File: config.mk
export PLATFORM = sky130hd
export DESIGN_NAME = java_type_signature_scanner
export DESIGN_NICKNAME = d
export VERILOG_FILES = /design/src/hdl/jtss_pkg.sv /design/src/hdl/jtss_stack.sv /design/src/hdl/java_type_signature_scanner.sv
export SDC_FILE = /design/constraint.sdc
export NUM_CORES = 1
export LEC_CHECK = 0
export ABC_AREA = 1
export BUFFER_PORTS_ARGS = -buffer_cell sky130_fd_sc_hd__buf_2
export CAP_MARGIN = 5
export CORE_ASPECT_RATIO = 0.5
export CORE_MARGIN = 2
export CORE_UTILIZATION = 60
export DETAILED_ROUTE_END_ITERATION = 12
export PLACE_DENSITY = 0.85
export SYNTH_ARGS = -nofsm -noshare
export SYNTH_HDL_FRONTEND = slang
export SYNTH_SLANG_ARGS = --single-unit
File: constraint.sdc
create_clock -name i_clk -period 4 [get_ports i_clk]
set_input_delay 0.4 -clock i_clk [delete_from_list [all_inputs] [get_ports i_clk]]
set_output_delay 0.4 -clock i_clk [all_outputs]
set_load 0.05 [all_outputs]
File: src/hdl/jtss_pkg.sv
`timescale 1ns / 1ps
// Shared types and constants for the Java type signature scanner.
// Used by jtss_stack, java_type_signature_scanner and its checker.
package jtss_pkg;

    // Depth of the mark stack and the widths that follow from it
    localparam int NEST_DEPTH = 32;
    localparam int LEVEL_W    = $clog2(NEST_DEPTH + 1);
    localparam int IDX_W      = (NEST_DEPTH > 1) ? $clog2(NEST_DEPTH) : 1;
    localparam int CNT_W      = 16;

    // Signature characters
    localparam logic [7:0] CH_BRACKET = 8'h5B; // '['
    localparam logic [7:0] CH_L       = 8'h4C; // 'L'
    localparam logic [7:0] CH_SEMI    = 8'h3B; // ';'
    localparam logic [7:0] CH_LT      = 8'h3C; // '<'
    localparam logic [7:0] CH_GT      = 8'h3E; // '>'
    localparam logic [7:0] CH_V       = 8'h56; // 'V'
    localparam logic [7:0] CH_STAR    = 8'h2A; // '*'

    typedef enum logic [2:0] {
        ST_MORE        = 3'd0,
        ST_DONE        = 3'd1,
        ST_MISMATCH    = 3'd2,
        ST_BAD_GENERIC = 3'd3,
        ST_BAD_TOP     = 3'd4,
        ST_TRUNCATED   = 3'd5,
        ST_OVERFLOW    = 3'd6
    } t_status;

    typedef enum logic [1:0] {
        MODE_IDLE     = 2'd0,
        MODE_BRACKETS = 2'd1,
        MODE_BODY     = 2'd2
    } t_mode;

    typedef enum logic {
        MARK_L     = 1'b0,
        MARK_ANGLE = 1'b1
    } t_mark;

    // One stack operation per accepted item; clear is applied before push or pop
    typedef struct packed {
        logic  clear;
        logic  push;
        logic  pop;
        t_mark mark;
    } t_stack_cmd;

    // What the decoder sees of the stack
    typedef struct packed {
        logic [LEVEL_W-1:0] level;
        t_mark              top;
    } t_stack_view;

endpackage

File: src/hdl/jtss_stack.sv
`timescale 1ns / 1ps
// Mark stack: entries in a synchronous RAM, the top mark in a register.
// Depends on jtss_pkg.
module jtss_stack
    import jtss_pkg::*;
(
    input  logic        i_clk,
    input  logic        i_rst_n,
    input  t_stack_cmd  i_cmd,
    output t_stack_view o_view
);

    t_mark              mem [NEST_DEPTH];
    t_mark              r_rd;
    t_mark              r_top;
    t_mark              n_top;
    logic [LEVEL_W-1:0] r_level;
    logic [LEVEL_W-1:0] n_level;
    logic [LEVEL_W-1:0] base;
    logic [LEVEL_W-1:0] below;
    logic [IDX_W-1:0]   rd_addr;
    logic [IDX_W-1:0]   wr_addr;

    // Compute the new level and top; the entry under the new top is prefetched
    always_comb begin
        base    = i_cmd.clear ? '0 : r_level;
        n_level = base;
        n_top   = i_cmd.clear ? MARK_L : r_top;
        if (i_cmd.push) begin
            n_level = base + LEVEL_W'(1);
            n_top   = i_cmd.mark;
        end else if (i_cmd.pop) begin
            n_level = base - LEVEL_W'(1);
            // r_rd holds the entry just below the current top
            n_top   = (base >= LEVEL_W'(2)) ? r_rd : MARK_L;
        end
        below   = n_level - LEVEL_W'(2);
        rd_addr = below[IDX_W-1:0];
        wr_addr = base[IDX_W-1:0];
    end

    // Write on push, read below the new top every cycle
    always_ff @(posedge i_clk) begin
        if (i_cmd.push) begin
            mem[wr_addr] <= i_cmd.mark;
        end
        r_rd <= mem[rd_addr];
    end

    // Hold level and top
    always_ff @(posedge i_clk) begin
        if (!i_rst_n) begin
            r_level <= '0;
            r_top   <= MARK_L;
        end else begin
            r_level <= n_level;
            r_top   <= n_top;
        end
    end

    assign o_view.level = r_level;
    assign o_view.top   = r_top;

endmodule

File: src/hdl/java_type_signature_scanner.sv
`timescale 1ns / 1ps
// Java type signature scanner, top level.
// Depends on jtss_pkg and jtss_stack.
//
// Usage:
//   The input channel takes one signature byte per item (i_char_in) with
//   i_last_byte set on the last byte available in the buffer. Every item
//   yields exactly one result item: o_status and o_consumed.
//   A pass skips a run of '[' and then takes 'V' or an 'L' body; inside the
//   body a stack of open 'L' and '<' marks is kept. Any status other than
//   "more" ends the pass and the next byte starts a new one.
// Throughput:
//   One item per cycle while o_in_stall is low. Each result goes to the
//   output register, or to the skid entry if the output is held. The
//   stack top sits in a register and the entry below it is read ahead from
//   the mark RAM, so back-to-back pops and pushes run without a bubble.
// Stall:
//   The output register is backed by one skid entry. When the receiver
//   stalls, one more item is taken into the skid entry, then o_in_stall
//   rises until the output drains.
// Reset:
//   Synchronous, active low. Clears mode, stack level, byte count and both
//   output slots; the mark RAM keeps its content and needs no clearing.
module java_type_signature_scanner
    import jtss_pkg::*;
(
    input  logic             i_clk,
    input  logic             i_rst_n,
    input  logic             i_in_valid,
    output logic             o_in_stall,
    input  logic [7:0]       i_char_in,
    input  logic             i_last_byte,
    output logic             o_out_valid,
    input  logic             i_out_stall,
    output logic [2:0]       o_status,
    output logic [CNT_W-1:0] o_consumed
);

    t_mode             r_mode;
    t_mode             n_mode;
    logic [CNT_W-1:0]  r_count;
    logic [CNT_W-1:0]  n_count;
    logic [CNT_W-1:0]  cnt_inc;
    t_status           status;
    logic [CNT_W-1:0]  consumed;
    t_stack_cmd        cmd;
    t_stack_cmd        stack_cmd;
    t_stack_view       view;
    logic              in_acc;
    logic              out_take;

    logic              r_out_valid;
    t_status           r_out_status;
    logic [CNT_W-1:0]  r_out_consumed;
    logic              r_skid_valid;
    t_status           r_skid_status;
    logic [CNT_W-1:0]  r_skid_consumed;

    assign in_acc   = i_in_valid && !r_skid_valid;
    assign out_take = r_out_valid && !i_out_stall;

    // Count this byte, saturating
    assign cnt_inc = (r_count == {CNT_W{1'b1}}) ? r_count : r_count + CNT_W'(1);

    // Decode the byte against mode and stack top
    always_comb begin
        status = ST_MORE;
        cmd    = '0;
        if (r_mode != MODE_BODY) begin
            unique case (i_char_in)
                CH_BRACKET: ;
                CH_V:       status = ST_DONE;
                CH_L: begin
                    cmd.clear = 1'b1;
                    cmd.push  = 1'b1;
                    cmd.mark  = MARK_L;
                end
                default:    status = ST_BAD_TOP;
            endcase
        end else begin
            unique case (i_char_in)
                CH_SEMI: begin
                    cmd.pop = 1'b1;
                    if (view.top != MARK_L) begin
                        status = ST_MISMATCH;
                    end else if (view.level == LEVEL_W'(1)) begin
                        status = ST_DONE;
                    end
                end
                CH_LT: begin
                    if (view.level == LEVEL_W'(NEST_DEPTH)) begin
                        status = ST_OVERFLOW;
                    end else begin
                        cmd.push = 1'b1;
                        cmd.mark = MARK_ANGLE;
                    end
                end
                CH_GT: begin
                    cmd.pop = 1'b1;
                    if (view.top != MARK_ANGLE) begin
                        status = ST_MISMATCH;
                    end
                end
                default: begin
                    if (view.top == MARK_L) begin
                        // part of the class name
                    end else if (i_char_in == CH_L) begin
                        if (view.level == LEVEL_W'(NEST_DEPTH)) begin
                            status = ST_OVERFLOW;
                        end else begin
                            cmd.push = 1'b1;
                            cmd.mark = MARK_L;
                        end
                    end else if (i_char_in == CH_V || i_char_in == CH_STAR) begin
                        // accepted inside generics
                    end else begin
                        status = ST_BAD_GENERIC;
                    end
                end
            endcase
        end

        if (status == ST_MORE && i_last_byte) begin
            status = ST_TRUNCATED;
        end
        // End of pass: drop the stack
        if (status != ST_MORE) begin
            cmd.clear = 1'b1;
            cmd.push  = 1'b0;
            cmd.pop   = 1'b0;
        end

        if (status == ST_MORE || status == ST_BAD_TOP || status == ST_TRUNCATED) begin
            consumed = '0;
        end else begin
            consumed = cnt_inc;
        end
    end

    // Apply stack operations only for accepted items
    assign stack_cmd = in_acc ? cmd : '0;

    jtss_stack u_stack (
        .i_clk   (i_clk),
        .i_rst_n (i_rst_n),
        .i_cmd   (stack_cmd),
        .o_view  (view)
    );

    // Next mode and byte count
    always_comb begin
        n_mode  = r_mode;
        n_count = r_count;
        if (in_acc) begin
            if (status != ST_MORE) begin
                n_mode  = MODE_IDLE;
                n_count = '0;
            end else begin
                n_count = cnt_inc;
                if (r_mode != MODE_BODY) begin
                    if (i_char_in == CH_BRACKET) begin
                        n_mode = MODE_BRACKETS;
                    end else if (i_char_in == CH_L) begin
                        n_mode = MODE_BODY;
                    end
                end
            end
        end
    end

    always_ff @(posedge i_clk) begin
        if (!i_rst_n) begin
            r_mode  <= MODE_IDLE;
            r_count <= '0;
        end else begin
            r_mode  <= n_mode;
            r_count <= n_count;
        end
    end

    // Output register with one skid entry
    always_ff @(posedge i_clk) begin
        if (!i_rst_n) begin
            r_out_valid  <= 1'b0;
            r_skid_valid <= 1'b0;
        end else if (!r_out_valid || out_take) begin
            if (r_skid_valid) begin
                r_out_valid  <= 1'b1;
                r_skid_valid <= 1'b0;
            end else begin
                r_out_valid  <= in_acc;
            end
        end else if (in_acc) begin
            r_skid_valid <= 1'b1;
        end
    end

    always_ff @(posedge i_clk) begin
        if (!r_out_valid || out_take) begin
            if (r_skid_valid) begin
                r_out_status   <= r_skid_status;
                r_out_consumed <= r_skid_consumed;
            end else if (in_acc) begin
                r_out_status   <= status;
                r_out_consumed <= consumed;
            end
        end else if (in_acc) begin
            r_skid_status   <= status;
            r_skid_consumed <= consumed;
        end
    end

    assign o_in_stall  = r_skid_valid;
    assign o_out_valid = r_out_valid;
    assign o_status    = r_out_status;
    assign o_consumed  = r_out_consumed;

endmodule

==> results.md, run 1 <==
- Routed WL: 12100 µm
- Initial antenna violation count: 0
- Hold-fix buffers at CTS: 0
- Final Wtd Congestion: 0.981
- Least-Margin Pin Slew: 1.05 ns
- CTS Buf Count: 9
- WL/cell: 14.3 µm
- CORE AREA: a little under 9000 µm²
- Area grow syn2layout: 10.9%
- Seq cells post-synth: 98
- Number of global-route vias before repair: ~4300
- Slew Limit Fails: 0
- Hold Path Cell Cnt: 3
- Global-route usage over all layers: 0.257
- # clock sinks: 98
- Power per cell area: 345 nW/µm²
- Setup TNS: 0 ns
- Dominant cells by area after synthesis: edfxtp_1 39%, nand2_1 14%, dfxtp_1 10%
- CTS tree: yes
- Clock Skews: ~0.0053 ns
- Post-CTS Setup Inserts: 0
- Worst slack, placed: between 0.4 and 0.5 ns
- Yosys top cell area share: 0.389
- Crit path DAT: 3.57 ns
- Start of the worst register-to-register path: u_stack.r_level[0]
- Hold Violations, Final: 0
- Leak: approximately 2.5 nW
- Die Area: 9840 µm²
- Iteration count of the initial detailed-routing pass: 5
- Top-Level Pins: 34
- Warnings, synthesis: 0
- Via count: 4582
- Final Net Count: 749
- Sequential area share after synthesis: 0.492
- Layout cells sized above 1: 0.130
- 1st-iter DRT viols: 472
- # setup viols final: 0
- CP max FO: 8
- Hold Path Origin: i_rst_n
- FF-to-FF End: u_stack.r_rd
- Worst Setup End Kind: flip-flop
- First-pass GRT wire length: 20100 µm
- Clock transition at the registers of the reported paths: ~0.070 ns
- Worst Path Required: 4.24 ns
- Setup Crit Path Kind: reg2reg
- Synthesized instance count: 690
- Detailed Place HPWL: 8460 µm
- DRC Markers: 0
- HP Class: in2reg
- Syn_area_per_cell: around 7.8 µm²
- Main synth FF type: edfxtp_1
- Max-Cap Viols: 0
- DR vias/cell: ~5.4
- Later-pin clock latency in the skew report: between 0.3 and 0.4 ns
- CTS max path bufs: 2
- Largest net degree at the start of global routing: 34
- Number of flops mapped to enable cells by yosys: 70
- Cell taking the most area after synthesis: edfxtp_1
- Final setup margin: between 0.6 and 0.7 ns
- Fmax: 300 MHz
- R2R depth: 24
- CTS root buf: clkbuf_16
- Ant diodes: 0
- Fill cells: ~670
- Period minus WS final: 3.33 ns
- Die X: 138 µm
- Worst hold path endpoint: u_stack.r_top
- Post-DRT Antenna Nets: 0
- Nature of the critical path startpoint: flip-flop
- Period utilisation layout: 0.833
- Count of non-filler cells in the finished layout: 850
- Relative slew slack: 0.297
- Peak supply drop: 0.000210 V
- Reg2Reg Setup Slack: 0.67 ns
- Number of I/O port buffers: 33
- Gr ovfl total: 0
- CTS H-Tree Depth: 3
- Row cnt: 24
- Hold_ws: roughly 0.33 ns
- Post-synth top cells: 205 x nand2_1, 101 x nor2_1, 86 x inv_1, 70 x edfxtp_1, 51 x nand3_1
- Finished Core Util: 0.686
- Placed insts: between 800 and 900
- Synth unique cells: 39
- Initial Util: 0.619
- Post-synthesis net count: 710
- Status: complete, no violations
- FFs w/ async S/R, synth: 0
- Die Ht: 71.1 µm
- Top-count cell post-synth: nand2_1
- Synth Cell Area: 5410 µm²
- Resized cells post-CTS: 0
- RSZ-0062 raised after global routing: false
==> placed cells by master, fill, tap and decap left out, drive strengths merged, types with 3 or more instances in the layout <==
cell type / Yosys / routed
a21oi: 30 / 30
buf: 4 / 40
clkbuf: 8 / 9
clkinv: 2 / 5
clkinvlp: 0 / 3
dfxtp: 28 / 28
edfxtp: 70 / 70
ha: 7 / 7
inv: 97 / 97
nand2: 218 / 218
nand3: 54 / 54
nand3b: 15 / 15
nand4: 7 / 7
nor2: 109 / 109
nor3: 12 / 12
o21ai: 11 / 11
xor2: 7 / 7
==> stage by stage <==
step | area [µm²] | total power [mW]
floorplan | 5410 | 1.24
global placement | 5720 | 1.27
detailed placement | 5720 | 1.28
CTS | 6000 | 2.08
global route | 6000 | 2.14
finish | 6000 | 2.07
==> where the power goes <==
group          total [mW]  leakage (nW)  internal (mW)  switching (mW)
logic               0.155          1.55         0.0350           0.120
clock network       0.814         0.126          0.425           0.389
registers            1.10         0.865           1.10         0.00568
==> worst max-delay path, cell delays in order (launching register included) <==
cell and delay (ns):
dfxtp_1 0.39, nor2_1 0.11, nand2_1 0.07, nor2_2 0.19, nand2_1 0.11, nand3_1 0.12
nand3_2 0.14, nand4_2 0.17, nand2_4 0.12, nand2_2 0.18, inv_1 0.09, ha_1 0.19
inv_1 0.09, nor2_4 0.06, nor2_1 0.09, nand2_1 0.06, nand2_1 0.09, inv_1 0.07
ha_1 0.34, inv_1 0.14, nand3_1 0.09, nand2_1 0.06, nand2_1 0.06, nand3_1 0.12
nand2_1 0.07
==> cell type report <==
type	instances	area, µm²	share of cell area
clock buffer	9	225	0.0376
clock inverter	6	56.3	0.00939
inverter	99	372	0.0620
multi-input combinational	481	2320	0.386
sequential	98	2660	0.444
tap	117	146	0.0244
timing repair buffer	40	218	0.0363
==> kinds of logic (layout without fill, tap and decap cells) <==
kind of cell | count (synthesis) | after routing | synth area share
flip-flops | 98 | 98 | 0.492
AO/OA/AOI/OAI | 46 | 46 | 0.0493
XOR/XNOR | 9 | 9 | 0.0146
adder cells (fa/ha/maj) | 7 | 7 | 0.0162
buffers and inverters | 111 | 154 | 0.0810
AND/OR/NAND/NOR | 419 | 419 | 0.347
==> metal layers <==
layer,vias up,global-route usage,part of all wire
met2,198,0.424,0.46
met3,24,0.0650,0.082
met5,-,0,0
li1,2286,-,-
met1,2074,0.341,0.44
met4,0,0.0794,0.018
==> how the worst max path moves through the flow <==
stage                                  start            to  depth (start not counted)
after floorplan                 i_char_in[2]  u_stack.r_rd                         25
after global placement          i_char_in[2]  u_stack.r_rd                         26
after detailed placement        i_char_in[2]  u_stack.r_rd                         26
after CTS                 u_stack.r_level[0]  u_stack.r_rd                         24
after global routing      u_stack.r_level[0]  u_stack.r_rd                         24
final                     u_stack.r_level[0]  u_stack.r_rd                         24
==> state kept, by name, summed over array words and instances, names as in the netlist <==
signal and cells:
u_stack.mem 32, o_consumed 16, r_count 16, r_skid_consumed 16, u_stack.r_level 6, o_status 3
r_skid_status 3, r_mode 2, o_in_stall 1, o_out_valid 1, u_stack.r_rd 1, u_stack.r_top 1
No activity file was read; power rests on OpenSTA's default activity.
==> run 2, diff against run 1 <==
Settings changed: CORE_UTILIZATION 60 to 55, PLACE_DENSITY 0.85 to 0.82.
Clock period 4 ns to 2.8 ns, I/O delays scaled along.
==> run 2 against run 1 <==
Compared with the run above:
- sequential cell count is the same
- final cell count up 8.1%
- critical path depth unchanged
- first-iteration DRC count decreased by 21%
- die area up 8.7%
- core utilization up 0.27 points
- combinational power up 63%
- clock-buffer cell count rose by 1
- worst hold slack worse by 0.13 ns
- critical endpoint unchanged
- highest routed layer unchanged
==> results.md, run 2 (synthesized netlist as in run 1, its figures left out) <==
- Die X: 144 µm (+4.3%)
- Iteration count of the initial detailed-routing pass: 5 (unchanged)
- Largest net degree at the start of global routing: 34 (unchanged)
- First-pass GRT wire length: 19600 µm (-2.8%)
- Status: complete, no violations
- RSZ-0062 raised after global routing: true
- Crit path buf inv count: 5 (+1)
- Ant diodes: 0 (unchanged)
- Final setup margin: 0.0354 ns (-0.631 ns)
- Leak: 2.82 nW (+11%)
- Initial antenna violation count: 0 (unchanged)
- Routed WL: 12400 µm (+2.6%)
- Hold Path Origin: i_rst_n
- CTS max path bufs: 2 (unchanged)
- Via count: 4851 (+5.9%)
- CTS Buf Count: 9 (unchanged)
- Max FFs per register: 32 (unchanged)
- Critical-path cell list: buf_4, nand2_1, nor2_1, nand4_1, nand3_2, nand2_4, nand4_4, nand2_4, nand2_4, inv_2, ha_2, inv_2, nor2_4, nor2_1, nand2_1, nand2_2, inv_2, ha_4, inv_4, nand3_2, nand2_1, nand2_1, nand3_2, nand2_1
- Later-pin clock latency in the skew report: 0.35 ns (about the same)
- Initial Util: 0.569 (-0.0502)
- Number of global-route vias before repair: 4340 (+1.1%)
- Clock Skews: 0.00686 ns (+0.00161 ns)
- 1st-iter DRT viols: 371 (-21%)
- Largest reg by FF count: u_stack.mem
- Worst Path Required: 3.05 ns (-1.19 ns)
- Max incr delay on CP: 0.34 ns (-0.05 ns)
- Start of the worst register-to-register path: u_stack.r_level[0]
- Detailed Place HPWL: 8770 µm (+3.7%)
- Slew Limit Fails: 0 (unchanged)
- CP max FO: 6 (-2)
- Power per cell area: 458 nW/µm² (+33%)
- Peak supply drop: 0.000259 V (+23%)
- DRC Markers: 0 (unchanged)
- Worst path slowest cell: dfxtp_2
- Top-Level Pins: 34 (unchanged)
- Period minus WS final: 2.76 ns (-0.569 ns)
- Commonest non-fill, non-tap cells in the layout: 197 x nand2_1, 97 x nor2_1, 78 x inv_1
- Delay-heaviest family, CP: simple AND/OR/NAND/NOR gates
- Commonest non-fill, non-tap cell in the layout: nand2_1
- Setup TNS: 0 ns (unchanged)
- Number of I/O port buffers: 33 (unchanged)
- Final Wtd Congestion: 1.02 (+3.7%)
- Nature of the critical path startpoint: flip-flop
- CTS tree: yes
- Layout cells sized above 1: 0.232 (+0.103)
- Most used cell, CP: nand2_1
- CTS H-Tree Depth: 3 (unchanged)
- WL/cell: 13.5 µm (-5.1%)
- Hold Violations, Final: 0 (unchanged)
- HP Class: in2reg
- Area grow syn2layout: 21.1%
- Max-Cap Viols: 0 (unchanged)
- Fmax: 362 MHz (+21%)
- CTS root buf: clkbuf_16
- Row cnt: 25 (+4.2%)
- Worst Setup SP: u_stack.r_level[0]
- Post-DRT Antenna Nets: 0 (unchanged)
- Worst slack, placed: -0.169 ns (-0.661 ns)
- Least-Margin Pin Slew: 0.596 ns (-0.458 ns)
- Crit path DAT: 3.01 ns (-0.56 ns)
- # setup viols final: 0 (unchanged)
- Worst Setup End Kind: flip-flop
- Relative slew slack: 0.599 (+0.302)
- Final Net Count: 799 (+6.7%)
- Die Area: 10700 µm² (+8.7%)
- Multi-input gate area: 2450 µm² (+5.7%)
- Global-route usage over all layers: 0.237 (-0.0200)
- Clock transition at the registers of the reported paths: 0.07 ns (about the same)
- # clock sinks: 98 (unchanged)
- Die Ht: 74.1 µm (+4.2%)
- Reg area: 2670 µm² (+0.28%)
- DR vias/cell: 5.28 (-2.1%)
- Fill cells: 702 (+5.2%)
- Setup Crit Path Kind: reg2reg
- Period utilisation layout: 0.987 (+0.154)
- CORE AREA: 9510 µm² (+8.8%)
- Gr ovfl total: 0 (unchanged)
run 2: cell count changes in the layout (fill, tap and decap cells not counted), moves of 6 or more:
cell	before	now
dfxtp_1	28	22
nand3_2	2	9
buf_4	7	54
nand2_1	205	197
nand3_1	51	44
dfxtp_2	0	6
inv_1	86	78
run 2: final cells by class:
type                    instances  share of cell area
flip-flops and latches         98               0.408
clock buffers                  10              0.0350
clock inverters                 6             0.00783
multi-input cells             481               0.374
repair buffers                 90              0.0922
inverters                      99              0.0579
well taps                     135              0.0258
run 2: repair_timing:
| item | in CTS | in global routing |
|---|---|---|
| cloned | 0 | 0 |
| resized for setup | 2 | 35 |
| buffers inserted | 1 | 10 |
| pin swaps | 3 | 24 |
| setup endpoints to repair | 1 | 1 |
| hold buffers | 0 | 0 |
run 2: final timing paths:
| kind | end | slack (ns) | depth (start not counted) |
|---|---|---|---|
| max | u_stack.r_rd | 0.04 | 24 |
| min | u_stack.r_top | 0.20 | 3 |
| max reg2reg | u_stack.r_rd | 0.04 | 24 |
| min reg2reg | r_mode[1] | 0.48 | 2 |
run 2: stage by stage:
stage                     power, mW  area, µm²   util  hold slack [ns]  cells
final                          3.00       6550  0.689            0.196    919
after global routing           3.09       6550  0.689            0.203    919
after CTS                      3.01       6390  0.672            0.198    909
after detailed placement       1.85       6090  0.640            0.472    892
after global placement         1.84       6090  0.640            0.453    892
after floorplan                1.77       5470      -            0.403    690
run 2: routing by layer:
| layer | routed length, µm | track usage |
|---|---|---|
| met1 | 5450 | 0.293 |
| met3 | 826 | 0.0560 |
| met4 | 300 | 0.101 |
| met2 | 5870 | 0.409 |
| met5 | 0 | 0 |
run 2: power by group:
group / leakage (nW) / switching [mW] / internal, mW
clock: 0.133 / 0.559 / 0.617
sequential: 0.868 / 0.00757 / 1.57
combinational: 1.82 / 0.181 / 0.0720
run 2: worst register-to-register path: stages, from the launching register on:
cell and delay [ns]:
dfxtp_2 0.34, buf_4 0.16, nand2_1 0.06, nor2_1 0.15, nand4_1 0.16, nand3_2 0.12, nand2_4 0.06, nand4_4 0.11
nand2_4 0.09, nand2_4 0.12, inv_2 0.06, ha_2 0.17, inv_2 0.06, nor2_4 0.05, nor2_1 0.09, nand2_1 0.08
nand2_2 0.10, inv_2 0.05, ha_4 0.24, inv_4 0.08, nand3_2 0.07, nand2_1 0.07, nand2_1 0.07, nand3_2 0.07
nand2_1 0.05
==> run 3, diff against run 2 <==
Settings changed: CORE_UTILIZATION 55 to 60, PLACE_DENSITY 0.82 to 0.85.
Clock period 2.8 ns to 3.43 ns, I/O delays scaled along.
==> run 3 against run 2 <==
Compared with the run above:
- routed wire length decreased by 3.2%
- via count decreased by 5.2%
- clock-buffer cell count decreased by 1
- critical path depth increased by 2
- worst hold slack improved by 0.059 ns
==> results.md, run 3 (synthesized netlist as in run 1, its figures left out) <==
- Status: complete, no violations
- Die Ht: 71.1 µm (-4.0%)
- Hold-fix buffers at CTS: 0 (unchanged)
- CTS H-Tree Depth: 3 (unchanged)
- Post-CTS Setup Inserts: 0 (-1)
- Final Wtd Congestion: 0.937 (-7.9%)
- Flop pwr share: 0.525 (about the same)
- Nature of the critical path startpoint: flip-flop
- Fill cells: 687 (-2.1%)
- Layout cells sized above 1: 0.135 (-0.0976)
- CTS tree: yes
- Iteration count of the initial detailed-routing pass: 5 (unchanged)
- Slew Limit Fails: 0 (unchanged)
- CTS Buf Count: 9 (unchanged)
- Post-DRT Antenna Nets: 0 (unchanged)
- Clock transition at the registers of the reported paths: 0.07 ns (about the same)
- Initial antenna violation count: 0 (unchanged)
- Relative slew slack: 0.303 (-0.296)
- Period minus WS final: 3.20 ns (+0.434 ns)
- Final Instance Area: 6040 µm² (-7.8%)
- Area grow syn2layout: 11.7%
- Worst Path Required: 3.68 ns (+0.63 ns)
- Count of non-filler cells in the finished layout: 853 (-7.2%)
- Least-Margin Pin Slew: 1.05 ns (+0.449 ns)
- Number of global-route vias before repair: 4256 (-1.9%)
- Setup Crit Path Kind: reg2reg
- Clock Skews: 0.00835 ns (+0.00148 ns)
- # setup viols final: 0 (unchanged)
- Max-Cap Viols: 0 (unchanged)
- Fmax: 313 MHz (-14%)
- Reg2Reg Setup Slack: 0.23 ns (+0.20 ns)
- Die Area: 9840 µm² (-8.0%)
- Leak: 2.58 nW (-8.6%)
- DR vias/cell: 5.39 (+2.2%)
- Largest reg by FF count: u_stack.mem
- Ant diodes: 0 (unchanged)
- 1st-iter DRT viols: 507 (+37%)
- Start of the worst register-to-register path: u_stack.r_level[1]
- WL/cell: 14.1 µm (+4.3%)
- Worst Setup End Kind: flip-flop
- # clock sinks: 98 (unchanged)
- Clock share of power: 0.401 (+0.009)
- Global-route usage over all layers: 0.257 (+0.0202)
- Detailed Place HPWL: 8500 µm (-3.1%)
- Hold_ws: 0.255 ns (+0.0589 ns)
- Die X: 138 µm (-4.1%)
- CP max FO: 8 (+2)
- HP Class: in2reg
- CTS root buf: clkbuf_16
- Largest net degree at the start of global routing: 34 (unchanged)
- Commonest non-fill, non-tap cells in the layout: 205 x nand2_1, 101 x nor2_1, 86 x inv_1
- Hold Path Origin: i_rst_n
- Via count: 4601 (-5.2%)
- Initial Util: 0.619 (+0.0502)
- P_int: 1.82 mW (-19%)
- Switching Share: 0.254 (+0.00525)
- Commonest non-fill, non-tap cell in the layout: nand2_1
- Hold Path Cell Cnt: 3 (unchanged)
- Gr ovfl total: 0 (unchanged)
- Power per cell area: 405 nW/µm² (-12%)
- Peak supply drop: 0.000307 V (+19%)
- Routed WL: 12100 µm (-3.2%)
- Logic pwr share: 0.074 (-0.010)
- R2R depth: 26 (+8.3%)
- Top-Level Pins: 34 (unchanged)
- Period utilisation layout: 0.932 (-0.0550)
- CORE AREA: 8740 µm² (-8.1%)
- Later-pin clock latency in the skew report: 0.35 ns (about the same)
- Row cnt: 24 (-4.0%)
- Crit path DAT: 3.45 ns (+0.44 ns)
- Placed insts: 837 (-6.2%)
- Worst hold path endpoint: u_stack.r_top
- First-pass GRT wire length: 20000 µm (+2.3%)
- Switch Pwr: 0.622 mW (-17%)
- CTS max path bufs: 2 (unchanged)
- Number of I/O port buffers: 33 (unchanged)
- DRC Markers: 0 (unchanged)
- Hold Violations, Final: 0 (unchanged)
- Placed cell area: 5730 µm² (-5.9%)
- Max FFs per register: 32 (unchanged)
- Final Net Count: 751 (-6.0%)
- FF-to-FF End: u_stack.r_rd
run 3: cell count changes in the layout (fill, tap and decap cells not counted), moves of 7 or more:
cell     before  now
nand3_2       9    2
nand3_1      44   51
buf_4        54    9
inv_1        78   86
nand2_2      13    6
nand2_1     197  205
run 3: cell type report:
type	instances	area, µm²	share of cell area
sequential	98	2660	0.441
multi-input combinational	481	2340	0.387
inverter	99	372	0.0615
timing repair buffer	42	233	0.0385
clock buffer	9	225	0.0373
tap	117	146	0.0242
clock inverter	7	63.8	0.0106
run 3: how the worst max path moves through the flow:
stage	slack (ns)	from	to
floorplan	0.37	i_char_in[2]	u_stack.r_rd
global placement	0.20	i_char_in[2]	u_stack.r_rd
detailed placement	0.05	i_char_in[2]	u_stack.r_rd
CTS	0.10	u_stack.r_level[2]	u_stack.r_rd
global route	-0.004	u_stack.r_level[1]	u_stack.r_rd
finish	0.23	u_stack.r_level[1]	u_stack.r_rd
run 3: critical path, stage by stage, from the launching register on:
cell     delay, ns
dfxtp_1       0.44
nor2_1        0.08
nand2_1       0.11
nor2_4        0.06
nand3_1       0.10
nand2_1       0.07
nand2_1       0.07
nand2_2       0.07
nor2_4        0.11
nand4_2       0.16
nand2_4       0.18
nand2_4       0.11
inv_1         0.10
ha_1          0.14
inv_1         0.06
nor2_4        0.16
nor2_1        0.06
nand2_1       0.06
nand2_1       0.07
inv_1         0.09
ha_2          0.31
inv_1         0.13
nand3_1       0.11
nand2_1       0.07
nand2_1       0.05
nand3_1       0.07
nand2_1       0.05
run 3: per-stage QoR:
step | utilization | setup WS [ns] | setup TNS [ns] | total power [mW]
floorplan | - | 0.373 | 0 | 1.44
global placement | 0.656 | 0.198 | 0 | 1.49
detailed placement | 0.656 | 0.0463 | 0 | 1.49
CTS | 0.689 | 0.102 | 0 | 2.45
global route | 0.692 | -0.00393 | -0.00393 | 2.51
finish | 0.692 | 0.232 | 0 | 2.45
run 3: power groups by stage:
stage	logic [mW]	registers, mW	clock network [mW]
2_1_floorplan	0.0831	1.36	0
3_3_place_gp	0.176	1.31	0
3_5_place_dp	0.179	1.31	0
4_1_cts	0.180	1.28	0.982
5_1_grt	0.196	1.29	1.03
6_report	0.181	1.28	0.981
run 3: repair_timing:
action / in CTS / in global routing
resized for setup: 0 / 6
endpoints found under the hold margin: 0 / 0
endpoints found under the setup margin: 0 / 1
run 3: routing by layer:
layer | track usage | share of wire | routed length [µm] | vias up
met3 | 0.0582 | 0.076 | 918 | 18
met1 | 0.338 | 0.45 | 5470 | 2116
li1 | - | - | - | 2291
met5 | 0 | 0 | 0 | -
met4 | 0.0794 | 0.014 | 165 | 0
met2 | 0.434 | 0.46 | 5500 | 176
